--- src/rtl/wfs_pkg.sv ---
// ============================================================================
// wfs_pkg : shared types and constants
// Types and fixed constants for the winnowing fingerprint stream unit.
// ============================================================================
package wfs_pkg;

    // field widths
    localparam int CHAR_W       = 8;
    localparam int HASH_W       = 64;
    localparam int KEPT_W       = 6;
    localparam int KGRAM_REG_W  = 6;
    localparam int WINDOW_REG_W = 5;

    // configuration port
    localparam int CFG_IDX_W  = 1;
    localparam int CFG_DATA_W = 6;
    localparam logic [CFG_IDX_W-1:0] REG_KGRAM  = 1'd0;
    localparam logic [CFG_IDX_W-1:0] REG_WINDOW = 1'd1;

    // register reset values
    localparam int KGRAM_RESET  = 10;
    localparam int WINDOW_RESET = 5;

    // hash base 31 is (1 << 5) - 1
    localparam int BASE_SHIFT = 5;

    // kept byte counter saturates here
    localparam logic [KEPT_W-1:0] KEPT_SAT = 6'd63;

    // character codes
    localparam logic [CHAR_W-1:0] CH_TAB      = 8'd9;
    localparam logic [CHAR_W-1:0] CH_CR       = 8'd13;
    localparam logic [CHAR_W-1:0] CH_SPACE    = 8'd32;
    localparam logic [CHAR_W-1:0] CH_UPPER_A  = 8'd65;
    localparam logic [CHAR_W-1:0] CH_UPPER_Z  = 8'd90;
    localparam logic [CHAR_W-1:0] CASE_OFFSET = 8'd32;

    // depth of the queue between front and back
    localparam int QUEUE_DEPTH = 2;

    // classified item travelling from front to back
    typedef struct packed {
        logic              kept;
        logic [CHAR_W-1:0] ch;
        logic              eot;
    } t_item;

    // result tag travelling alongside the window minimum
    typedef struct packed {
        logic vld;
        logic eot;
    } t_tag;

endpackage

--- src/rtl/wfs_if.sv ---


// fingerprint channel
interface wfs_out_if;
    logic                        valid;
    logic                        ready;
    logic [wfs_pkg::HASH_W-1:0]  fingerprint;
    logic                        text_end;

    modport source (output valid, output fingerprint, output text_end, input ready);
    modport sink   (input valid, input fingerprint, input text_end, output ready);
endinterface


--- src/rtl/wfs_min_tree.sv ---
// ============================================================================
// wfs_min_tree : window minimum
// Registered compare tree over the hash window, one level per stage; the
// root register is the output register.
// ============================================================================
module wfs_min_tree #(
    parameter int MAX_WINDOW = 16,
    parameter int WW         = 5
) (
    input  logic                        i_clk,
    input  logic                        i_rst_n,
    input  logic [wfs_pkg::HASH_W-1:0]  i_hashes [MAX_WINDOW],
    input  logic [WW-1:0]               i_weff,
    input  wfs_pkg::t_tag               i_tag,
    output logic                        o_adv,
    wfs_out_if.source                   o_out
);

    localparam int LV = (MAX_WINDOW > 1) ? $clog2(MAX_WINDOW) : 0;
    localparam int NW = 1 << LV;

    logic [wfs_pkg::HASH_W-1:0] leaf [NW];

    // stages move together whenever the output slot is free or taken
    assign o_adv = !o_out.valid || o_out.ready;

    // entries outside the window read as the largest value
    for (genvar i = 0; i < NW; i++) begin : g_leaf
        if (i < MAX_WINDOW) begin : g_used
            assign leaf[i] = (WW'(i) < i_weff) ? i_hashes[i] : '1;
        end else begin : g_pad
            assign leaf[i] = '1;
        end
    end

    if (LV == 0) begin : g_flat
        // single entry window
        assign o_out.valid       = i_tag.vld;
        assign o_out.fingerprint = leaf[0];
        assign o_out.text_end    = i_tag.eot;
    end else begin : g_tree
        logic [wfs_pkg::HASH_W-1:0] r_node [NW-1];
        logic [wfs_pkg::HASH_W-1:0] n_node [NW-1];
        wfs_pkg::t_tag              r_tags [1:LV];

        // node j takes the smaller of its two children
        for (genvar j = 0; j < NW - 1; j++) begin : g_node
            if (2 * j + 1 < NW - 1) begin : g_inner
                assign n_node[j] = (r_node[2*j+2] < r_node[2*j+1]) ?
                                   r_node[2*j+2] : r_node[2*j+1];
            end else begin : g_bottom
                assign n_node[j] = (leaf[2*j+2-(NW-1)] < leaf[2*j+1-(NW-1)]) ?
                                   leaf[2*j+2-(NW-1)] : leaf[2*j+1-(NW-1)];
            end
        end

        // compare levels
        always_ff @(posedge i_clk) begin
            if (o_adv) begin
                r_node <= n_node;
            end
        end

        // tags follow the levels
        always_ff @(posedge i_clk) begin
            if (!i_rst_n) begin
                for (int l = 1; l <= LV; l++) begin
                    r_tags[l] <= '0;
                end
            end else if (o_adv) begin
                r_tags[1] <= i_tag;
                for (int l = 2; l <= LV; l++) begin
                    r_tags[l] <= r_tags[l-1];
                end
            end
        end

        assign o_out.valid       = r_tags[LV].vld;
        assign o_out.fingerprint = r_node[0];
        assign o_out.text_end    = r_tags[LV].eot;
    end

endmodule

--- src/flat_wrapper.sv ---
// flat-port wrapper written by rule: the top's interface ports become plain ports
module wfs_min_tree_flat 
#(
    parameter int MAX_WINDOW = 16,
    parameter int WW         = 5
)
  (i_clk, i_rst_n, i_hashes, i_weff, i_tag, o_adv, o_out_valid, o_out_fingerprint, o_out_text_end, o_out_ready);
  wfs_out_if o_out_i ();
  input  logic i_clk;
  input  logic i_rst_n;
  input  logic [wfs_pkg::HASH_W-1:0] i_hashes[MAX_WINDOW];
  input  logic [WW-1:0] i_weff;
  input  wfs_pkg::t_tag i_tag;
  output logic o_adv;
  output wire logic [$bits(o_out_i.valid)-1:0] o_out_valid;
  output wire logic [$bits(o_out_i.fingerprint)-1:0] o_out_fingerprint;
  output wire logic [$bits(o_out_i.text_end)-1:0] o_out_text_end;
  input wire logic [$bits(o_out_i.ready)-1:0] o_out_ready;
  assign o_out_valid = o_out_i.valid;
  assign o_out_fingerprint = o_out_i.fingerprint;
  assign o_out_text_end = o_out_i.text_end;
  assign o_out_i.ready = o_out_ready;
  wfs_min_tree #(.MAX_WINDOW(MAX_WINDOW), .WW(WW)) u_core (.i_clk(i_clk), .i_rst_n(i_rst_n), .i_hashes(i_hashes), .i_weff(i_weff), .i_tag(i_tag), .o_adv(o_adv), .o_out(o_out_i));
endmodule
--- config.mk ---
export PLATFORM = sky130hd
export DESIGN_NAME = wfs_min_tree_flat
export DESIGN_NICKNAME = d
export VERILOG_FILES = /design/src/rtl/wfs_pkg.sv /design/src/rtl/wfs_if.sv /design/src/rtl/wfs_min_tree.sv /design/src/flat_wrapper.sv
export SDC_FILE = /design/constraint.sdc
export NUM_CORES = 2
export LEC_CHECK = 0
export BUFFER_PORTS_ARGS = -buffer_cell sky130_fd_sc_hd__buf_2
export CAP_MARGIN = 20
export CORE_MARGIN = 2
export CORE_UTILIZATION = 31
export DETAILED_ROUTE_END_ITERATION = 8
export HOLD_SLACK_MARGIN = 0.1
export PLACE_DENSITY = 0.5
export SYNTH_ARGS = -nofsm -noshare
export SYNTH_HDL_FRONTEND = slang
export SYNTH_SLANG_ARGS = --single-unit
--- constraint.sdc ---
create_clock -name i_clk -period 40.5 [get_ports i_clk]
set_clock_uncertainty 0.1 [all_clocks]
set_input_delay 0 -clock i_clk [delete_from_list [all_inputs] [get_ports i_clk]]
set_output_delay 0 -clock i_clk [all_outputs]
set_load 0.02 [all_outputs]
### Word level (Yosys, flattened, before mapping)

Memory sizes are Yosys's and may differ from the RTL's.
Index checks and enable logic that the tools add are counted.

| word-level totals | value |
|---|---|
| register bits after elaboration | 960 |
| bits in writable memories | 8 |
| input port bits | 1034 |
| output and inout bits | 67 |
| logic and storage cells | 92 |
| memories kept | 1 |

| cells by class | value |
|---|---|
| $lt $le $gt $ge | 31 |
| muxes and demuxes | 39 |
| bitwise gates (word level) | 4 |
| reduce and logical (&&, ||, !) cells | 2 |

Memory list:

| memory | depth | bits a word | rd ports | clocked after memory_dff | wr ports | RTL line | source |
|---|---|---|---|---|---|---|---|
| u_core.g_tree.r_tags | 4 | 2 | 4 | 0 | 4 | wfs_min_tree.sv:44 | `wfs_pkg::t_tag r_tags [1:LV];` |

Operator list:

| cell | number |
|---|---|
| $mux W64 | 31 |
| $lt A64 B64 Y1 | 15 |
| $lt A4 B5 Y1 const A | 8 |
| $lt A3 B5 Y1 const A | 4 |
| $lt A1 B5 Y1 const A | 2 |
| $lt A2 B5 Y1 const A | 2 |
| $mux W2 | 4 |
| $mux W1 | 4 |
| $or A1 B1 Y1 | 4 |
| $logic_not A1 Y1 | 1 |
| $logic_or A1 B1 Y1 | 1 |

### Logic depth before layout (Yosys ltp)

| logic depth | value |
|---|---|
| depth in word-level cells | 6 |
| mapped depth | 18 |
| depth with buffers taken out | 13 |

### Worst setup path before layout

OpenSTA, ideal clock, no wires.

| timing | value |
|---|---|
| kind | register to register |
| start | reg u_core.g_tree.r_tags[0][9] (netlist name) |
| end | reg u_core.g_tree.r_tags[0][2] (netlist name) |
| setup time | 301 ps |
| data arrival time | 28738 ps |
| data required time | 40099 ps |
| setup slack | 11361 ps |
| cell stages (with the launch flop) | 4 |
| buffers on the path | 1 |
| period minus slack after synthesis | 29139 ps |
| cells stage by stage | edfxtp_1 nand2b_1 clkbuf_1 and3_1 |

==> summary.txt <==
Synth
  • Post-synth ARST share: 0
  • Seq/Total Area, Yosys: 0.4149
  • Mapped Cells: 6,838
  • Syn Nets: 8,817
  • Xor/xnor share of the synthesized area: 0
  • Post-Synth Adder-Cell Area: 0.1688
  • Largest family of logic cells by synthesized area: adder cells
  • Flops & latches, synth: 968
  • Post-synthesis simple-gate area fraction: 0.1154
  • Number of flops mapped to enable cells by yosys: 968
  • Synth Area in Compound Gates: 0.09000
  • Mux contribution to synthesized area: 0.1354
  • Top_reg_cell synth: edfxtp_1
  • Netlist cell types: 62
  • Post-Syn Area: 70,060 sq um
  • Synth warn: 0
  • Syn avg cell area: 10.25 sq um

Setup path
  • Worst path buffer plus inverter count: 5
  • Critical path type: in2reg
  • Worst R2R Start: u_core.g_tree.r_tags[0][9]
  • Critical path's slowest cell: a21oi_4
  • CP cell instances: buf_2 > buf_4 > or3_1 > a21oi_4 > buf_4 > nor2_1 > ha_1 > a21o_1 > a21o_1 > a21oi_1 > o21ai_0 > a211oi_1 > o211ai_1 > a21oi_4 > buf_4 > mux2i_1 > dlygate4sd3_1
  • Startpoint types: input port
  • Worst path most repeated cell: buf_4
  • CP Capture Type: register
  • Max Fanout on Critical Path: 64
  • RR Endpoint: u_core.g_tree.r_node[225]
  • CP required: 40.92 ns
  • Largest stage delay, worst path: 0.83 ns
  • R2R cell count: 5
  • Largest delay contributor family on the critical path: compound AO/OA/AOI/OAI gates
  • R2R Setup Slk: 35.62 ns
  • Data arrival, critical path: 6.28 ns

Clocking
  • Num CTS Buffers: 120
  • CTS Buffer Depth: 3
  • CTS Sinks: 968
  • H-tree depth: 3
  • Reg clk slew, reported paths: 0.06 ns
  • Clock tree root driver cell: clkbuf_16
  • Clock latency on the worst-skew pair: 0.78 ns
  • CTS tree: yes
  • Resized cells post-CTS: 0

Pwr
  • Sequential fraction of design power: 0.369
  • Comb power frac: 0.399
  • Pwr per Cell Area: 48.06 nW/um^2
  • Clock network power share: 0.232
  • Switching portion of total power: 0.3682
  • Sw power: 1.788 mW
  • Leak: 46.25 nW
  • VDD IR max: 0.03883 mV
  • Final Total Pwr: 4.857 mW
  • Internal: 3.069 mW

Detailed routing
  • Router iterations before antenna repair: 5
  • Via count: 64,060
  • DRC viols: 0
  • Routed len/inst: 23.25 um
  • Initial drt markers: 4,480
  • Via density per instance: 5.017
  • Post-route ant nets: 0
  • WL final: 296,800 um

Die
  • Die Y: 479.4 um
  • Rows: 174
  • Core footprint: 224,700 sq um
  • Ports: 1,101
  • Die W: 479.4 um
  • Initial Util: 0.3118
  • Die ar.: 229,800 sq um

Worst hold path
  • Hold depth: 4
  • Hold EP: u_core.g_tree.r_node[138]
  • Hold Crit Class: in2reg
  • Hold Startpoint: i_hashes[330]

Timing
  • Final Hold Slack: 0.1418 ns
  • Slew @ Worst Pin: 1.119 ns
  • Final hold vios: 0
  • Sum Neg Setup Slack: 0 ns
  • Final max-slew violation count: 0
  • Unrepaired setup endpoints after global routing: false
  • Fmax: 170.5 MHz
  • Tcrit/Tclk final: 0.1448
  • Post-layout minimum cycle time: 5.864 ns
  • Fin worst setup slack: 34.64 ns
  • Slew HR: 0.2461
  • Final-report setup violation count: 0

Cells and area
  • Area of the multi-input gates: 36,030 sq um
  • Post-route insts no fill: 12,770
  • Ratio of cells with drive above 1 in the final layout: 0.1819
  • FF+latch area: 29,070 sq um
  • Fin nets: 11,620
  • Filler instances: 20,810
  • Area grow syn2layout: 44.28%

Job
  • Max_cap viols: 0

Place
  • Post-Place Setup Slack: 34.46 ns
  • Dpl cells: 10,670
  • RePlAce Congestion: 0.9202
  • HPWL Detailed: 221,800 um
  • PortBufs: 1,100

Global routing
  • Initial antenna violation count: 39
  • Number of global-route vias before repair: 65,720
  • Largest net degree at the start of global routing: 140
  • Congestion Overflow GR: 0
  • GR Util All Layers: 0.2491
  • First-pass GRT wire length: 425,600 um

Outcome
  • Outcome: finished, final reports clean
==> worst reg2reg max path: cells and delay by family (launching register included) <==
family | cells | cell delay (ns)
buf+inv | 4 | 3.31
simple gates | 1 | 0.58
flops | 1 | 0.44
==> synthesized netlist by cell type (102+ instances only) <==
library cell	instances	area [sq um]
a21o_1	244	1832
a21oi_1	311	1556
clkbuf_1	154	578.1
edfxtp_1	968	29070
ha_1	945	11820
inv_1	962	3611
mux2_2	366	4121
mux2i_1	512	5125
nand3_1	102	510.5
nand4_1	243	1520
nor2_1	1068	4009
o21ai_0	144	720.7
==> state kept, by name (all words and copies together), names as in the netlist <==
signal	flops
u_core.g_tree.r_node	896
u_core.g_tree.r_tags	8
u_core.o_out.fingerprint	64
==> power groups by stage <==
stage	registers (mW)	logic (mW)	clock network [mW]
after floorplan	1.60	1.21	0
after global placement	1.81	1.69	0
after detailed placement	1.81	1.71	0
after CTS	1.80	1.93	1.16
after global routing	1.81	2.12	1.19
final	1.79	1.94	1.13
==> area by class of cell <==
class                   instances  area share
well taps                    2992     0.03704
flip-flops and latches        968      0.2876
inverters                     962     0.03572
clock buffers                 131     0.03054
multi-input cells            4582      0.3565
diodes                         34   0.0008417
repair buffers               3009      0.2425
clock inverters                90    0.009346
==> routing by layer <==
| metal | routed length (um) | part of all wire | GRT usage |
|---|---|---|---|
| met1 | 133000 | 0.45 | 0.3331 |
| met2 | 130900 | 0.44 | 0.3899 |
| met3 | 16460 | 0.055 | 0.03841 |
| met4 | 16380 | 0.055 | 0.1257 |
| met5 | 60 | 0.00020 | 0 |
==> worst max-delay path by stage <==
stage / startpoint / end / slack, ns / cells after the start
global placement: i_weff[2] / u_core.g_tree.r_node[324] / 33.97 / 17
detailed placement: i_weff[3] / u_core.g_tree.r_node[446] / 34.46 / 16
global route: i_weff[3] / u_core.g_tree.r_node[425] / 34.39 / 17
finish: i_weff[3] / u_core.g_tree.r_node[415] / 34.64 / 17
floorplan: u_core.g_tree.r_tags[0][9] / u_core.g_tree.r_tags[0][2] / 11.36 / 3
CTS: i_weff[3] / u_core.g_tree.r_node[415] / 34.78 / 17
==> stage by stage <==
stage                       util  cell area (sq um)
final                     0.4499             101100
after global routing      0.4497             101000
after CTS                 0.4494             101000
after detailed placement  0.3493              78490
after global placement    0.3492              78450
after floorplan                -              70060
==> logic make-up after synthesis <==
family / after synthesis
buffers and inverters: 1288
AOI/OAI and AO/OA: 974
adders and majority gates: 945
DFF: 968
muxes: 896
and+or+nand+nor: 1767
==> layout by cell type, fill, tap and decap left out, types with 22 or more instances in the layout <==
cell type | Yosys | layout
a211oi_1 | 44 | 43
a21o_1 | 244 | 244
a21oi_1 | 311 | 305
and3_1 | 79 | 78
buf_2 | 73 | 1099
buf_4 | 73 | 63
clkbuf_16 | 0 | 122
clkinv_1 | 0 | 30
clkinv_2 | 0 | 27
diode_2 | 0 | 34
dlygate4sd3_1 | 0 | 1843
edfxtp_1 | 968 | 968
ha_1 | 945 | 945
inv_1 | 962 | 962
mux2_2 | 366 | 366
mux2i_1 | 512 | 512
nand2_1 | 72 | 72
nand3_1 | 102 | 101
nand4_1 | 243 | 243
nor2_1 | 1068 | 1066
nor2b_1 | 86 | 86
nor3_1 | 35 | 34
nor4_1 | 24 | 22
o211ai_1 | 92 | 92
o21a_1 | 23 | 23
o21ai_0 | 144 | 141
==> timing repair <==
| action | 4_1_cts | 5_1_grt |
|---|---|---|
| buffers inserted | 0 | 0 |
| hold buffers | 1843 | 0 |
| hold endpoints to repair | 575 | 0 |
| setup endpoints to repair | 0 | 0 |
Power figures use the tool's default switching activity.
