[src/rtl/wfs_pkg.sv]
// ============================================================================
// wfs_pkg : shared types and constants
// Types and fixed constants for the winnowing fingerprint stream unit.
// ============================================================================
package wfs_pkg;

    // field widths
    localparam int CHAR_W       = 8;
    localparam int HASH_W       = 64;
    localparam int KEPT_W       = 6;
    localparam int KGRAM_REG_W  = 6;
    localparam int WINDOW_REG_W = 5;

    // configuration port
    localparam int CFG_IDX_W  = 1;
    localparam int CFG_DATA_W = 6;
    localparam logic [CFG_IDX_W-1:0] REG_KGRAM  = 1'd0;
    localparam logic [CFG_IDX_W-1:0] REG_WINDOW = 1'd1;

    // register reset values
    localparam int KGRAM_RESET  = 10;
    localparam int WINDOW_RESET = 5;

    // hash base 31 is (1 << 5) - 1
    localparam int BASE_SHIFT = 5;

    // kept byte counter saturates here
    localparam logic [KEPT_W-1:0] KEPT_SAT = 6'd63;

    // character codes
    localparam logic [CHAR_W-1:0] CH_TAB      = 8'd9;
    localparam logic [CHAR_W-1:0] CH_CR       = 8'd13;
    localparam logic [CHAR_W-1:0] CH_SPACE    = 8'd32;
    localparam logic [CHAR_W-1:0] CH_UPPER_A  = 8'd65;
    localparam logic [CHAR_W-1:0] CH_UPPER_Z  = 8'd90;
    localparam logic [CHAR_W-1:0] CASE_OFFSET = 8'd32;

    // depth of the queue between front and back
    localparam int QUEUE_DEPTH = 2;

    // classified item travelling from front to back
    typedef struct packed {
        logic              kept;
        logic [CHAR_W-1:0] ch;
        logic              eot;
    } t_item;

    // result tag travelling alongside the window minimum
    typedef struct packed {
        logic vld;
        logic eot;
    } t_tag;

endpackage

[src/rtl/wfs_back.sv]
// ============================================================================
// wfs_back : rolling hash engine
// Rolls the k-gram hash over kept bytes and shifts hashes into the window.
// ============================================================================
module wfs_back #(
    parameter int MAX_KGRAM  = 32,
    parameter int MAX_WINDOW = 16,
    parameter int KW         = 6,
    parameter int WW         = 5
) (
    input  logic                        i_clk,
    input  logic                        i_rst_n,
    input  logic [KW-1:0]               i_keff,
    input  logic [WW-1:0]               i_weff,
    input  logic [wfs_pkg::HASH_W-1:0]  i_pow31,
    input  logic                        i_valid,
    input  wfs_pkg::t_item              i_item,
    input  logic                        i_adv,
    output logic                        o_pop,
    output logic [wfs_pkg::HASH_W-1:0]  o_hashes [MAX_WINDOW],
    output wfs_pkg::t_tag               o_tag
);

    localparam int KIW = (MAX_KGRAM > 1) ? $clog2(MAX_KGRAM) : 1;
    localparam int CW  = (KW > wfs_pkg::KEPT_W) ? KW : wfs_pkg::KEPT_W;

    logic [wfs_pkg::CHAR_W-1:0]  r_chars [MAX_KGRAM];
    logic [wfs_pkg::HASH_W-1:0]  r_hashes [MAX_WINDOW];
    logic [wfs_pkg::HASH_W-1:0]  r_hash;
    logic [wfs_pkg::KEPT_W-1:0]  r_kept;
    logic [WW-1:0]               r_hcnt;
    wfs_pkg::t_tag               r_tag;

    logic [KW-1:0]               kidx;
    logic [wfs_pkg::CHAR_W-1:0]  old_ch;
    logic                        full;
    logic                        full_new;
    logic [wfs_pkg::KEPT_W-1:0]  n_kept;
    logic [WW-1:0]               n_hcnt;
    logic [wfs_pkg::HASH_W-1:0]  sub;
    logic [wfs_pkg::HASH_W-1:0]  n_hash;
    logic                        emit;
    logic                        take;

    assign o_pop = i_adv && i_valid;
    assign take  = o_pop && i_item.kept;

    // byte leaving the k-gram
    assign kidx   = i_keff - KW'(1);
    assign old_ch = r_chars[kidx[KIW-1:0]];

    // hash update: 31*h - old*31^k + c, modulo 2^64
    always_comb begin
        full     = (CW'(r_kept) >= CW'(i_keff));
        n_kept   = (r_kept == wfs_pkg::KEPT_SAT) ? r_kept : r_kept + wfs_pkg::KEPT_W'(1);
        full_new = (CW'(n_kept) >= CW'(i_keff));
        n_hcnt   = (r_hcnt == WW'(MAX_WINDOW)) ? r_hcnt : r_hcnt + WW'(1);
        emit     = full_new && (n_hcnt >= i_weff);
        sub      = full ? (wfs_pkg::HASH_W'(old_ch) * i_pow31) : '0;
        n_hash   = (r_hash << wfs_pkg::BASE_SHIFT) - r_hash - sub
                   + wfs_pkg::HASH_W'(i_item.ch);
    end

    // character and hash shift lines
    always_ff @(posedge i_clk) begin
        if (take) begin
            for (int i = MAX_KGRAM - 1; i > 0; i--) begin
                r_chars[i] <= r_chars[i-1];
            end
            r_chars[0] <= i_item.ch;
            if (full_new) begin
                for (int j = MAX_WINDOW - 1; j > 0; j--) begin
                    r_hashes[j] <= r_hashes[j-1];
                end
                r_hashes[0] <= n_hash;
            end
        end
    end

    // hash, counters and result tag
    always_ff @(posedge i_clk) begin
        if (!i_rst_n) begin
            r_hash <= '0;
            r_kept <= '0;
            r_hcnt <= '0;
            r_tag  <= '0;
        end else begin
            if (take) begin
                r_hash <= n_hash;
                r_kept <= n_kept;
                if (full_new) begin
                    r_hcnt <= n_hcnt;
                end
            end
            if (o_pop && i_item.eot) begin
                r_hash <= '0;
                r_kept <= '0;
                r_hcnt <= '0;
            end
            if (i_adv) begin
                r_tag.vld <= take && emit;
                r_tag.eot <= i_item.eot;
            end
        end
    end

    assign o_hashes = r_hashes;
    assign o_tag    = r_tag;

endmodule

[config.mk]
export PLATFORM = sky130hd
export DESIGN_NAME = wfs_back
export DESIGN_NICKNAME = d
export VERILOG_FILES = /design/src/rtl/wfs_pkg.sv /design/src/rtl/wfs_back.sv
export SDC_FILE = /design/constraint.sdc
export NUM_CORES = 2
export LEC_CHECK = 0
export ABC_AREA = 1
export BUFFER_PORTS_ARGS = -buffer_cell sky130_fd_sc_hd__buf_2
export CAP_MARGIN = 25
export CORE_AREA = 2 2 433 435
export DETAILED_ROUTE_END_ITERATION = 10
export DIE_AREA = 0 0 435 437
export GPL_TIMING_DRIVEN = 0
export SYNTH_ARGS = -nofsm -noshare
export SYNTH_HDL_FRONTEND = slang
export SYNTH_SLANG_ARGS = --single-unit
[constraint.sdc]
create_clock -name i_clk -period 43 [get_ports i_clk]
set_input_delay 10.75 -clock i_clk [delete_from_list [all_inputs] [get_ports i_clk]]
set_output_delay 10.75 -clock i_clk [all_outputs]
set_load 0.02 [all_outputs]
Word-level counts from Yosys, hierarchy flattened
Memories as Yosys holds them, arrays and structs flattened.
Index checks and enable logic that the tools add are counted.

word-level totals
  input bits = 89
  register bits after elaboration = 1101
  memories = 1
  word-level logic and storage cells = 47
  RAM bits = 256
  output and inout bits = 1027

memories
  name     words  width  read ports  clocked after memory_dff  write ports  line            text
  r_chars  32     8      32          0                         32           wfs_back.sv:27  logic [wfs_pkg::CHAR_W-1:0] r_chars [MAX_KGRAM];

cells by class
  add/sub/neg operators = 6
  equality and inequality tests = 2
  reductions and logical operators = 7
  magnitude comparators = 3
  $mul = 1
  bitwise logic cells = 1
  mux-type cells = 5

operator list
  kind                                              number
  subtractor 64 bit                                 2
  adder 64 x 8 -> 64 bit                            1
  multiplier 8 x 64 -> 64 bit                       1
  two-way mux 64 bit                                1
  greater-or-equal comparator 6 bit                 2
  adder 6 x 1 -> 6 bit, second input constant       1
  equality test 6 bit, second input constant        1
  two-way mux 6 bit                                 1
  adder 5 x 1 -> 5 bit, second input constant       1
  equality test 5 bit, second input constant        1
  greater-or-equal comparator 5 bit                 1
  logical AND 1 bit                                 5
  two-way mux 5 bit                                 1
  subtractor 5 x 1 -> 5 bit, second input constant  1
  two-way mux 1 bit                                 2
  AND reduction 2 bit                               1
  OR reduction 2 bit                                1
  NOT 1 bit                                         1

Depth between registers and ports, before layout
An unclocked memory read counts as a cell.

  depth after elaboration = 6
  mapped depth = 61
  mapped depth without buffers = 57

Least setup slack after synthesis
OpenSTA, ideal clock, no wires.

  path kind = in2reg
  from = input port i_keff[1]
  to = register r_tag, in the netlist o_tag[1]
  stages = 12
  arrival = 33448 ps
  path buffers = 0
  required time = 42853 ps
  setup slack = 9405 ps
  setup time = 147 ps
  path through = inv_1 -> ha_1 -> a21boi_0 -> o21a_1 -> o21a_1 -> o21a_1 -> o21ai_0 -> nand2_1 -> nand2_1 -> inv_1 -> o21ai_0 -> a21boi_0

on the way
  cells in the longest elaborated chain, start to end = 3

RTL lines
  item                               line             text
  from (decl)                        wfs_back.sv:13   input logic [KW-1:0] i_keff,
  greater-or-equal comparator 6 bit  wfs_back.sv:56   full_new = (CW'(n_kept) >= CW'(i_keff));
  logical AND 1 bit                  wfs_back.sv:58   emit = full_new && (n_hcnt >= i_weff);
  logical AND 1 bit                  wfs_back.sv:101  r_tag.vld <= take && emit;
  to (decl)                          wfs_back.sv:32   wfs_pkg::t_tag r_tag;

Every way passes these cells.
A chain may end at the register's enable or synchronous reset.

Worst setup path after layout
  from = input port i_keff[0]
  to = register r_hashes, in the netlist o_hashes[1023], data pin

on the way
  cells in the longest elaborated chain, start to end = 6
  elaborated cells between the ends (all ways) = 7
  classes of those cells = 3 x add/sub; 1 x mul; 1 x order compare; 1 x mux; 1 x memory

RTL lines
  item                             line            text
  subtractor 5 x 1 -> 5 bit        wfs_back.sv:49  assign kidx = i_keff - KW'(1);
  memory (32 x 8 bit)              -
  multiplier 8 x 64 -> 64 bit      wfs_back.sv:59  sub = full ? (wfs_pkg::HASH_W'(old_ch) * i_pow31) : '0;
  two-way mux 64 bit *             wfs_back.sv:59
  subtractor 64 bit *              wfs_back.sv:60  n_hash = (r_hash << wfs_pkg::BASE_SHIFT) - r_hash - sub
  adder 64 x 8 -> 64 bit *         wfs_back.sv:61  + wfs_pkg::HASH_W'(i_item.ch);
  named net n_hash (one bit)       wfs_back.sv:41  logic [wfs_pkg::HASH_W-1:0] n_hash;
  to (signal, indexed assignment)  wfs_back.sv:73  r_hashes[j] <= r_hashes[j-1];
  to (decl)                        wfs_back.sv:28  logic [wfs_pkg::HASH_W-1:0] r_hashes [MAX_WINDOW];

The timed path passes the listed nets; every way through them passes the cells marked *.

==> run_results.csv <==
group,metric,value,unit
die,initial_core_util,0.353,
sta,clock_skew,0.0283,ns
worst_setup_path,reg2reg_depth,43,
grt,grt_pass1_vias,44765,
job,cap_violations,0,
die,die_w,435,um
finish,final_nets,7250,
worst_setup_path,r2r-start,"r_chars[8][7]$_DFFE_PP_",
synth,syn_area,0.0654,mm^2
route,drt-initial-drc-count,4187,
grt,busiest_layer,"met2",
clocking,clk_latency,0.79,ns
worst_setup_path,critical-path-max-stage-delay,0.73,ns
synth,seq_area_frac_synth,0.611,
finish,fillers,17576,
finish,areaGrowthSynthToFinish,20.9,%
grt,grt_util_met1,0.309,
clocking,cts-root-buf,"clkbuf_16",
clocking,cts_hold_buf,0,
worst_setup_path,path_max_fanout,10,
worst_setup_path,worstSetupEndpointType,"register",
grt,met3_usage,0.0476,
worst_setup_path,setup.worst_path.end,"o_hashes[1023]$_DFFE_PP_",
clocking,cts_max_path_buffers,3,
finish,drive_above_1_share,0.214,
route,drt-pass1-iter-count,6,
sta,rsz0062_at_grt,"false",
sta,drv_slew,0,
sta,setup_tns,0,ns
sta,fmax,44.1,MHz
worst_setup_path,crit_required,43.49,ns
placed_design,gp_congestion,0.974,
route,routed_wl,243,mm
finish,stdcell_count,9138,
sta,hold_viol,0,
worst_setup_path,crit_path_start_kind,"input port",
worst_setup_path,critPathArrivalTime,23.15,ns
grt,grt_pass1_wl,337,mm
grt,antenna_found_initial,25,
clocking,cts_sinks,1357,
clocking,cts.reportedPaths.clkPinSlew,0.06,ns
clocking,cts_tree,"built",
clocking,cts-resized-gates,0,
grt,grt_max_degree,145,
route,drc,0,
synth,synth_edf_count,1280,
synth,synth_cell_types,47,
grt,overflow,0,
synth,syn_area_per_cell,12.4,um^2
sta,tightest_slew,1.03,ns
die,rows,158,
placed_design,dpl.hpwl,199,mm
clocking,h-tree-depth,4,
sta,setup_viol,0,
synth,synth_warnings,0,
worst_setup_path,critPathLaunch,"i_keff[0]",
clocking,cts_buffers,146,
die,dieArea,0.190,mm^2
sta,min_period_over_period,0.527,
placed_design,io_buffers,1115,
die,coreArea,0.185,mm^2
worst_setup_path,r2r_slack,31.71,ns
die,io_pins,1116,
die,die_h,437,um
synth,async_reset_ff_frac,0,
grt,use_met2,0.429,
synth,yosys_register_bits,1357,
sta,slew_headroom,0.314,
finish,multi_input_area,0.0218,mm^2
synth,synth.net_count,5975,
hold_path,hold_class,"register to register",
route,vias,45634,
route,routedWlPerCell,26.6,um
sta,layout_min_cycle_time,22.66,ns
worst_setup_path,critPathKind,"input port to register",
route,ant_nets,0,
worst_setup_path,critPathSlowestCell,"nor4_1",
status,status,"complete, no violations",
finish,regArea,0.0400,mm^2
placed_design,dp.cells,8865,
clocking,postCtsSetupRepairBufs,0,
worst_setup_path,crit_top_cell,"nand3_1",
worst_setup_path,r2r_end,"o_hashes[1023]$_DFFE_PP_",
synth,netlist_instances,5258,
grt,grtUsageTotal,0.250,
route,viasPerCell,4.99,
synth,ys.flop_type,"edfxtp_1",
[per-stage QoR]
stage	util	hold WS [ns]	setup WS [ns]	area (um^2)
4_1_cts	0.427	0.418	20.53	79000
6_report	0.427	0.426	20.34	79100
5_1_grt	0.427	0.435	19.81	79000
3_3_place_gp	0.400	0.424	-5.37	74100
2_1_floorplan	-	0.427	9.41	65400
3_5_place_dp	0.402	0.426	19.65	74400
[final cells by class]
| type | instances | share of cell area |
|---|---|---|
| Antenna cell | 14 | 0.000443 |
| Sequential cell | 1357 | 0.506 |
| Buffer | 125 | 0.00741 |
| Clock inverter | 80 | 0.0102 |
| Inverter | 815 | 0.0388 |
| Clock buffer | 179 | 0.0483 |
| Timing Repair Buffer | 1127 | 0.0745 |
| Tap cell | 2480 | 0.0392 |
| Multi-Input combinational cell | 2961 | 0.275 |
[layer usage]
| layer | up-vias | part of all wire |
|---|---|---|
| met1 | 23117 | 0.39 |
| met2 | 1910 | 0.50 |
| met4 | 4 | 0.045 |
| met5 | - | 0.00010 |
| li1 | 20232 | - |
| met3 | 371 | 0.064 |
[how the worst min path moves through the flow]
stage,startpoint,endpoint,cells past startpoint
3_3_place_gp,o_hashes[702]$_DFFE_PP_,o_hashes[638]$_DFFE_PP_,0
4_1_cts,o_hashes[170]$_DFFE_PP_,o_hashes[106]$_DFFE_PP_,0
2_1_floorplan,r_chars[9][0]$_DFFE_PP_,r_chars[10][0]$_DFFE_PP_,0
6_report,o_hashes[170]$_DFFE_PP_,o_hashes[106]$_DFFE_PP_,0
5_1_grt,o_hashes[170]$_DFFE_PP_,o_hashes[106]$_DFFE_PP_,0
3_5_place_dp,o_hashes[811]$_DFFE_PP_,o_hashes[747]$_DFFE_PP_,0
[registers in the layout, summed over array words and instances, names as in the netlist]
signal	count
o_hashes	1024
r_chars	256
r_hash	64
r_kept	6
r_hcnt	5
o_tag	2
[cell usage in the layout, fill, tap and decap left out, types with 6 or more instances in the layout]
cell type	count
a211oi_1	6
a21boi_0	8
a21o_1	6
a21oi_1	303
a31oi_1	32
buf_1	13
buf_16	11
buf_2	1149
buf_4	13
bufinv_16	8
clkbuf_1	93
clkbuf_16	147
clkinv_1	25
clkinv_2	21
clkinvlp_4	8
dfxtp_1	77
diode_2	14
edfxtp_1	1280
fa_1	415
ha_1	213
inv_1	805
inv_2	8
inv_6	6
nand2_1	744
nand2_2	7
nand3_1	294
nand4_1	17
nor2_1	517
nor3_1	25
nor4_1	7
o211ai_1	7
o21a_1	24
o21ai_0	188
o21ai_1	13
o21bai_1	18
or2_2	10
xnor2_1	25
xor2_1	52
[critical path: cells and delay by family]
family	cells	cell delay (ns)
adder cells (fa/ha/maj)	9	3.84
buffers and inverters	14	3.33
AND/OR/NAND/NOR	16	2.91
AO/OA/AOI/OAI	9	2.28
[cell families after synthesis]
| group | synth area share |
|---|---|
| fa+ha+maj | 0.168 |
| simple gates | 0.102 |
| compound gates | 0.0528 |
| xor+xnor | 0.0107 |
| flops | 0.611 |
| buf+inv | 0.0556 |
[synth_stat cells, types with 3 or more instances]
master	number	area share
dfxtp_1	77	0.024
a21o_1	6	0.00069
edfxtp_1	1280	0.59
o221ai_1	4	0.00054
buf_2	34	0.0026
nand2_2	7	0.00067
o21ai_1	13	0.00099
o21bai_1	18	0.0021
a21oi_1	303	0.023
nand2_1	744	0.043
inv_2	8	0.00046
ha_1	213	0.041
nand4_1	17	0.0016
buf_4	13	0.0015
or2_2	10	0.00096
o21a_1	24	0.0028
buf_1	13	0.00075
o211ai_1	7	0.00080
inv_1	806	0.046
clkbuf_1	63	0.0036
a31oi_1	32	0.0031
nand3_1	294	0.023
o221a_2	5	0.00086
a21boi_0	8	0.00092
nor2_1	517	0.030
xor2_1	52	0.0070
o21ai_0	188	0.014
a211oi_1	6	0.00069
xnor2_1	25	0.0033
a221oi_1	3	0.00040
fa_1	415	0.13
nor3_1	25	0.0019
nor4_1	7	0.00067
Power is left out: the tool's default activity adds up to more than one toggle a clock period on the data nets, which glitch-free logic cannot reach.
