## src/rtl/wfs_pkg.sv

```systemverilog
// ============================================================================
// wfs_pkg : shared types and constants
// Types and fixed constants for the winnowing fingerprint stream unit.
// ============================================================================
package wfs_pkg;

    // field widths
    localparam int CHAR_W       = 8;
    localparam int HASH_W       = 64;
    localparam int KEPT_W       = 6;
    localparam int KGRAM_REG_W  = 6;
    localparam int WINDOW_REG_W = 5;

    // configuration port
    localparam int CFG_IDX_W  = 1;
    localparam int CFG_DATA_W = 6;
    localparam logic [CFG_IDX_W-1:0] REG_KGRAM  = 1'd0;
    localparam logic [CFG_IDX_W-1:0] REG_WINDOW = 1'd1;

    // register reset values
    localparam int KGRAM_RESET  = 10;
    localparam int WINDOW_RESET = 5;

    // hash base 31 is (1 << 5) - 1
    localparam int BASE_SHIFT = 5;

    // kept byte counter saturates here
    localparam logic [KEPT_W-1:0] KEPT_SAT = 6'd63;

    // character codes
    localparam logic [CHAR_W-1:0] CH_TAB      = 8'd9;
    localparam logic [CHAR_W-1:0] CH_CR       = 8'd13;
    localparam logic [CHAR_W-1:0] CH_SPACE    = 8'd32;
    localparam logic [CHAR_W-1:0] CH_UPPER_A  = 8'd65;
    localparam logic [CHAR_W-1:0] CH_UPPER_Z  = 8'd90;
    localparam logic [CHAR_W-1:0] CASE_OFFSET = 8'd32;

    // depth of the queue between front and back
    localparam int QUEUE_DEPTH = 2;

    // classified item travelling from front to back
    typedef struct packed {
        logic              kept;
        logic [CHAR_W-1:0] ch;
        logic              eot;
    } t_item;

    // result tag travelling alongside the window minimum
    typedef struct packed {
        logic vld;
        logic eot;
    } t_tag;

endpackage

```

## src/rtl/wfs_fifo.sv

```systemverilog
// ============================================================================
// wfs_fifo : front to back queue
// Short queue of classified items so that front and back stall separately.
// ============================================================================
module wfs_fifo (
    input  logic            i_clk,
    input  logic            i_rst_n,
    input  logic            i_push,
    input  wfs_pkg::t_item  i_item,
    input  logic            i_pop,
    output wfs_pkg::t_item  o_item,
    output logic            o_empty,
    output logic            o_full
);

    localparam int DEPTH = wfs_pkg::QUEUE_DEPTH;
    localparam int AW    = (DEPTH > 1) ? $clog2(DEPTH) : 1;
    localparam int CNTW  = $clog2(DEPTH + 1);

    wfs_pkg::t_item    r_mem [DEPTH];
    logic [AW-1:0]     r_wr;
    logic [AW-1:0]     r_rd;
    logic [CNTW-1:0]   r_cnt;

    assign o_empty = (r_cnt == '0);
    assign o_full  = (r_cnt == CNTW'(DEPTH));
    assign o_item  = r_mem[r_rd];

    // storage
    always_ff @(posedge i_clk) begin
        if (i_push) begin
            r_mem[r_wr] <= i_item;
        end
    end

    // pointers and fill count
    always_ff @(posedge i_clk) begin
        if (!i_rst_n) begin
            r_wr  <= '0;
            r_rd  <= '0;
            r_cnt <= '0;
        end else begin
            if (i_push) begin
                r_wr <= (r_wr == AW'(DEPTH - 1)) ? '0 : r_wr + AW'(1);
            end
            if (i_pop) begin
                r_rd <= (r_rd == AW'(DEPTH - 1)) ? '0 : r_rd + AW'(1);
            end
            if (i_push && !i_pop) begin
                r_cnt <= r_cnt + CNTW'(1);
            end else if (i_pop && !i_push) begin
                r_cnt <= r_cnt - CNTW'(1);
            end
        end
    end

endmodule

```

## config.mk

```make
export PLATFORM = sky130hd
export DESIGN_NAME = wfs_fifo
export DESIGN_NICKNAME = d
export VERILOG_FILES = /design/src/rtl/wfs_pkg.sv /design/src/rtl/wfs_fifo.sv
export SDC_FILE = /design/constraint.sdc
export NUM_CORES = 1
export LEC_CHECK = 0
export ABC_CLOCK_PERIOD_IN_PS = 1700
export BUFFER_PORTS_ARGS = -buffer_cell sky130_fd_sc_hd__buf_2
export CAP_MARGIN = 20
export CORE_UTILIZATION = 49
export DETAILED_ROUTE_END_ITERATION = 12
export PLACE_DENSITY_LB_ADDON = 0.3
export SYNTH_ARGS = -nofsm -noshare
export SYNTH_HDL_FRONTEND = slang
export SYNTH_SLANG_ARGS = --single-unit
export TNS_END_PERCENT = 30
```

## constraint.sdc

```tcl
create_clock -name i_clk -period 1.7 [get_ports i_clk]
set_input_delay 0.425 -clock i_clk [delete_from_list [all_inputs] [get_ports i_clk]]
set_output_delay 0.425 -clock i_clk [all_outputs]
set_load 0.005 [all_outputs]
```

After elaboration in Yosys (flattened, before gate mapping)
Memory sizes are Yosys's and may differ from the RTL's. A register that Yosys moved wholly into a read port is not among the register bits.
Cells that the tools add are included.
{"block": "word_totals", "ff_bits": 4, "ram_bits": 20, "input_bits": 14, "output_inout_bits": 12, "elab_cells": 23, "mem_count": 1}
{"name": "r_mem", "words": 2, "width": 10, "read_ports": 1, "rd_ports_with_merged_regs": 1, "write_ports": 1, "line": "wfs_fifo.sv:20", "rtl": "wfs_pkg::t_item r_mem [DEPTH];"}
{"block": "op_classes", "n_addsub": 4, "n_eq_ne": 1, "muxes": 8, "reduce_logical": 6}
{"op": "two-way mux 1 bit", "n": 6}
{"op": "two-way mux 2 bit", "n": 2}
{"op": "adder 1 bit (second input constant)", "n": 2}
{"op": "adder 2 x 1 -> 2 bit (second input constant)", "n": 1}
{"op": "== test 2 bit (second input constant)", "n": 1}
{"op": "logical AND 1 bit", "n": 2}
{"op": "zero test 1 bit", "n": 2}
{"op": "zero test 2 bit", "n": 1}
{"op": "nonzero test 2 bit", "n": 1}
{"op": "subtractor 2 x 1 -> 2 bit (second input constant)", "n": 1}

Depth between registers and ports, before layout
Gate-level depths: netlist (run 1).
{"block": "logic_depth", "depth_word": 4, "ltp_mapped": 5, "depth_no_buf": 5}

Least setup slack after synthesis (run 1)
No wires, ideal clock.
{"block": "synth_path", "kind": "input to register", "from": "input port i_push", "to": "memory r_mem[0][0] (netlist name), enable pin", "setup_time_ns": 0.379, "arrival_time_ns": 0.964, "required_ns": 1.321, "path_slack_ns": 0.357, "stages": 1, "n_path_buf": 0, "path_cell_list": "nor2b_1"}
{"block": "synth_via", "elab_chain_cells": 2}
{"element": "from (decl)", "line": "wfs_fifo.sv:8", "rtl": "input logic i_push,"}
{"element": "two-way mux 1 bit", "line": "wfs_fifo.sv:31", "rtl": "if (i_push) begin"}
{"element": "two-way mux 1 bit (implied by the code)", "line": "wfs_fifo.sv:32", "rtl": "r_mem[r_wr] <= i_item;"}
{"element": "to (decl)", "line": "wfs_fifo.sv:20"}
Every way passes these cells.

==> results of run 1 <==
power by group:
part	total [mW]	leakage, nW	internal [mW]	switching (mW)
Combinational	0.175	0.238	0.108	0.0667
Clock	0.237	0.0150	0.0911	0.146
Sequential	0.719	0.230	0.701	0.0180
Total	1.13	0.483	0.900	0.230
cells in the final DEF (no fill, tap or decap), types with 2 or more instances in the layout:
cell type,n
xor2_1,2
mux2_4,5
clkbuf_4,3
edfxtp_1,20
nor2b_1,2
and2_1,4
mux2_2,5
dfxtp_1,4
buf_2,24
routing by layer:
layer	up-vias	wire [µm]	part of all wire [%]	GRT usage, %
met4	0	12	0.90	5.294
met5	-	0	0	0
li1	257	-	-	-
met3	2	68	5.1	2.778
met2	14	712	53	26.57
met1	244	544	41	15.18
cell type report:
| class | instances | area [µm²] | area share, % |
|---|---|---|---|
| well taps | 25 | 31.28 | 2.626 |
| flip-flops and latches | 25 | 704.4 | 59.14 |
| clock buffers | 4 | 26.28 | 2.206 |
| multi-input cells | 26 | 246.5 | 20.69 |
| inverters | 1 | 3.754 | 0.3151 |
| repair buffers | 28 | 178.9 | 15.02 |
state kept, by name, indices dropped and copies added (netlist names), named ones only:
register / cells
r_mem: 20
r_wr: 1
r_cnt: 2
r_rd: 1
cells by family after synthesis:
logic type,count (synthesis),share of synthesized area (%)
multiplexers,10,12.02
flip-flops,25,74.77
XOR/XNOR,3,2.804
adder cells (fa/ha/maj),1,1.335
AO/OA/AOI/OAI,3,2.136
AND/OR/NAND/NOR,9,6.008
buffers and inverters,2,0.9337
what timing repair did:
action                     CTS  global route
resized for setup            2             8
cloned                       0             1
hold buffers                 0             0
setup endpoints to repair   10            10
pin swaps                    0             0
final timing paths:
check                           slack (ps)                  start  cells past startpoint                    end
worst max-delay path                    20               register                      3              o_item[0]
worst min-delay path                   310              i_item[2]                      1  r_mem[0][2]$_DFFE_PP_
worst max register to register         580      r_wr$_SDFFE_PN0P_                      1  r_mem[1][8]$_DFFE_PP_
worst min register to register         520  r_cnt[1]$_SDFFE_PN0P_                      2  r_cnt[1]$_SDFFE_PN0P_
==> flow_summary_export.csv, run 1 <==
group,metric,value,unit
status,run_status,"finished, final reports clean",
synth,ys.warnings.count,0,
setup_path,crit_arrival,1260,ps
timing,report.final.setup_viol,0,
setup_path,crit_buf_inv,2,
grt,antenna_violations_before_repair,0,
cts,clock_tree.root_cell,"clkbuf_4",
timing,highest_clock_frequency_the_design_can_meet,594.7,MHz
timing,rsz0062_at_grt,"true",
synth,mappedNetlistNets,68,
setup_path,crit_path_cell_trace,"clkbuf_16 > mux2_2 > buf_2",
cts,tritoncts.num_buffers,3,
routing,post_drt_via_cell_ratio,4.743,
floorplan,ios,26,
floorplan,floorplan.rows,15,
placement,place.gp.congestion,0.6273,
synth,synth_enable_flop_cells,20,
cts,max-clock-path-buffers,2,
routing,drtPass1Iterations,2,
pwr,vdd.ir_drop.worst,0.0005854,V
floorplan,core_region_area,1764,µm²
routing,routed-via-count,517,
routing,drt-total-wl,1.337,mm
timing,period_needed,1682,ps
pwr,p_total,1.131,mW
cts,tritoncts_clock_tree,"yes",
synth,avgSynthCellArea,17.68,µm²
setup_path,cp-start-kind,"register",
synth,synth_top_cells_by_area,"edfxtp_1 64%, mux2_2 12%, dfxtp_1 11%",
routing,drc,0,
synth,yosysSeqAreaShare,74.77,%
cts,clkSinkCount,25,
grt,grt_util_all_layers,14.05,%
cts,htree_num_levels,1,
setup_path,cp_data_required_time,1270,ps
floorplan,die_width,45.73,µm
setup_path,timing.setup.critical_path_class,"reg2out",
floorplan,die_y,45.73,µm
layout,layoutNonFillerInstCount,109,
timing,period_share,98.92,%
synth,post_synth_top_area_cell,"edfxtp_1",
placement,dp_cells,104,
timing,relSlewSlack,68.45,%
cts,post_cts.repair.setup_buffers,0,
synth,ys_dominant_reg_cell,"edfxtp_1",
layout,num-fill-cells,159,
floorplan,floorplan.initialDensity,53.12,%
pwr,pwr_per_cell_area,949.2,nW/µm²
run,timing.max_cap.violations,0,
synth,synth_top_cell_area_share,64.09,%
timing,worst_pin_slew,473.2,ps
synth,synth.cells.most_frequent,"20 x edfxtp_1, 10 x mux2_2, 5 x dfxtp_1",
routing,drtIter0Drc,4,
timing,fin_tns_setup,0,ps
synth,number_of_distinct_library_cell_variants_in_the_gate_level_netlist_after_synthesis,16,
min_path,hold_path_class,"in2reg",
layout,final_layout_size_suffix_gt1_share,51.19,%
cts,path_clk_slew,120,ps
grt,wire_length_of_the_first_global_routing_pass,1.980,mm
setup_path,crit_path_top_delay_cell,"dfxtp_4",
layout,area.growth.synth_to_final,27.10,%
pwr,leakage,0.4832,nW
floorplan,design.die.area,2091,µm²
cts,worst_skew_pair.late_latency,290,ps
timing,timing.hold.ws,309.6,ps
setup_path,critical_path_maximum_fanout,5,
synth,async_flop_share,0,%
routing,detail_route.wl_per_cell,12.27,µm
setup_path,critPathCaptureType,"primary output",
placement,dp_hpwl,915.9,µm
layout,finish.instance_area,1191,µm²
timing,slew_viol_final,0,
layout,final_net_count,100,
setup_path,cpPeakStageDelay,390,ps
layout,num_antenna_cells,0,
synth,synth_most_common_cell,"edfxtp_1",
grt,grt_pass1_vias,491,
timing,setup_slack,18.34,ps
placement,preCtsSetupSlack,247.3,ps
synth,postSynthRegisterBits,25,
synth,netlist_instances,53,
layout,final_core_util,67.52,%
timing,final-hold-violation-count,0,
timing,fin_worst_skew,4.264,ps
setup_path,critPathTopFamily,"flip-flops",
synth,post_synth_instance_area,937.1,µm²
placement,buffer_ports.inserted,25,
grt,grt-ovfl-total,0,
grt,grt_max_degree,14,
placement,post_dp_cell_area,1104,µm²
routing,ant_nets,0,
Power figures use the tool's default switching activity.
==> run 2, diff against run 1 <==
- CORE_UTILIZATION: 49 -> 52
- CTS_BUF_LIST: not set -> sky130_fd_sc_hd__clkbuf_4
==> run 2 against run 1 <==
Effect of this change:
- maximum frequency is 0.16% higher
- cell count unchanged
- first-iteration DRC count is the same
- hold slack got worse by 6.7 ps
- global-route usage grew 3.4 points
- sequential share of layout area is 0.80 points higher
==> flow_summary_export.csv, run 2 (synthesis results as in run 1) <==
group,metric,value,unit
status,run_status,"finished, final reports clean",
cts,tritoncts_clock_tree,"yes",
routing,detail_route.wl_per_cell,14.15,µm
setup_path,r2r_start,"r_wr$_SDFFE_PN0P_",
timing,relSlewSlack,69.40,%
grt,grt-ovfl-total,0,
cts,htree_num_levels,1,
pwr,leakage,0.4789,nW
cts,max-clock-path-buffers,2,
floorplan,floorplan.rows,14,
grt,grt_max_degree,14,
setup_path,cp-start-kind,"register",
routing,drc,0,
floorplan,ios,26,
setup_path,reg2reg_slack,590,ps
cts,cts_hold_buffers,0,
timing,final-hold-violation-count,0,
min_path,worst_hold_end,"r_mem[1][8]$_DFFE_PP_",
layout,largest_register_ff_count,20,
setup_path,timing.setup.critical_path_class,"reg2out",
timing,period_share,98.77,%
timing,highest_clock_frequency_the_design_can_meet,595.6,MHz
layout,final_layout_size_suffix_gt1_share,52.94,%
routing,drtIter0Drc,4,
routing,routed-via-count,534,
routing,drtPass1Iterations,2,
setup_path,critical_path_maximum_fanout,5,
floorplan,design.die.area,1976,µm²
timing,timing.hold.ws,302.9,ps
floorplan,floorplan.initialDensity,58.79,%
timing,worst_pin_slew,459.0,ps
grt,grt_pass1_vias,548,
cts,worst_skew_pair.late_latency,300,ps
routing,drt-total-wl,1.542,mm
run,timing.max_cap.violations,0,
layout,commonest_non_fill_non_tap_cell_in_the_layout,"buf_2",
grt,antenna_violations_before_repair,0,
cts,path_clk_slew,120,ps
placement,post_dp_cell_area,1110,µm²
cts,tritoncts.num_buffers,3,
setup_path,crit_arrival,1250,ps
layout,finish.instance_area,1171,µm²
setup_path,cpPeakStageDelay,370,ps
layout,reg_top3,"r_mem: 20 flops, r_cnt: 2 flops",
placement,dp_cells,104,
floorplan,die_width,44.45,µm
setup_path,cp_data_required_time,1270,ps
placement,place.gp.congestion,0.5732,
cts,clkSinkCount,25,
pwr,pwr_per_cell_area,984.1,nW/µm²
setup_path,crit_path_top_delay_cell,"dfxtp_2",
floorplan,core_region_area,1594,µm²
layout,final_core_util,73.47,%
grt,wire_length_of_the_first_global_routing_pass,2.270,mm
setup_path,critPathCaptureType,"primary output",
setup_path,ff2ff_path_depth,1,
routing,ant_nets,0,
setup_path,regToRegEndpoint,"r_mem[1][6]$_DFFE_PP_",
min_path,hold_path_class,"in2reg",
min_path,worstHoldPathCells,1,
layout,final_net_count,101,
floorplan,die_y,44.45,µm
min_path,hold_path_startpoint,"i_item[8]",
layout,final_cell_mix,"25 x buf_2, 20 x edfxtp_1, 6 x mux2_2",
timing,rsz0062_at_grt,"true",
layout,area.growth.synth_to_final,24.97,%
timing,fin_worst_skew,1.578,ps
placement,dp_hpwl,1.126,mm
routing,post_drt_via_cell_ratio,4.899,
timing,slew_viol_final,0,
layout,num_antenna_cells,0,
grt,grt_util_all_layers,17.43,%
placement,buffer_ports.inserted,25,
layout,layoutNonFillerInstCount,109,
pwr,vdd.ir_drop.worst,0.0006272,V
cts,clock_tree.root_cell,"clkbuf_4",
timing,report.final.setup_viol,0,
layout,max_flop_register,"r_mem",
setup_path,crit_path_cell_trace,"buf_6 > mux2_2 > buf_2",
timing,fin_tns_setup,0,ps
timing,period_needed,1679,ps
==> run 2: worst max-delay path by stage <==
stage	from	to	depth (start not counted)
3_5_place_dp	i_pop	r_cnt[1]$_SDFFE_PN0P_	5
2_1_floorplan	i_push	r_mem[0][0]$_DFFE_PP_	1
4_1_cts	register	o_item[1]	3
5_1_grt	register	o_item[5]	3
6_report	register	o_item[7]	3
3_3_place_gp	i_push	r_cnt[1]$_SDFFE_PN0P_	4
==> run 2: metrics by stage <==
step	power (mW)	setup WS (ps)
after floorplan	0.8115	357.2
after global placement	0.8759	303.4
after detailed placement	0.8874	223.3
after CTS	1.152	3.757
after global routing	1.195	-18.15
final	1.152	20.94
==> run 2: worst max-delay path, delay by kind of cell (launching register included) <==
family	cells	cell delay, ps
buffers and inverters	2	250
multiplexers	1	320
flip-flops	1	370
==> run 2: what timing repair did <==
action	4_1_cts	5_1_grt
gates resized for setup	4	4
setup buffers	0	0
gates cloned	1	0
endpoints found under the setup margin	10	10
==> run 2: where the power goes <==
part	leakage, nW	internal [mW]	switching (mW)
clock network	0.0184	0.107	0.156
logic	0.231	0.0986	0.0701
registers	0.230	0.702	0.0182
==> run 2: layout make-up <==
class                           instances  area (µm²)
Sequential cell                        25       701.9
Fill cell                             108       422.9
Multi-Input combinational cell         26       242.7
Timing Repair Buffer                   29       162.7
Clock buffer                            4       30.03
Tap cell                               24       30.03
Inverter                                1       3.754
==> run 2: layer usage <==
metal / share of wire, % / global-route usage, % / up-vias / wire length (µm)
met1: 38 / 15.97 / 250 / 583
met2: 56 / 35.29 / 19 / 866
met4: 2.3 / 9.091 / 0 / 35
met3: 3.7 / 2.857 / 4 / 57
li1: - / - / 261 / -
met5: 0 / 0 / - / 0
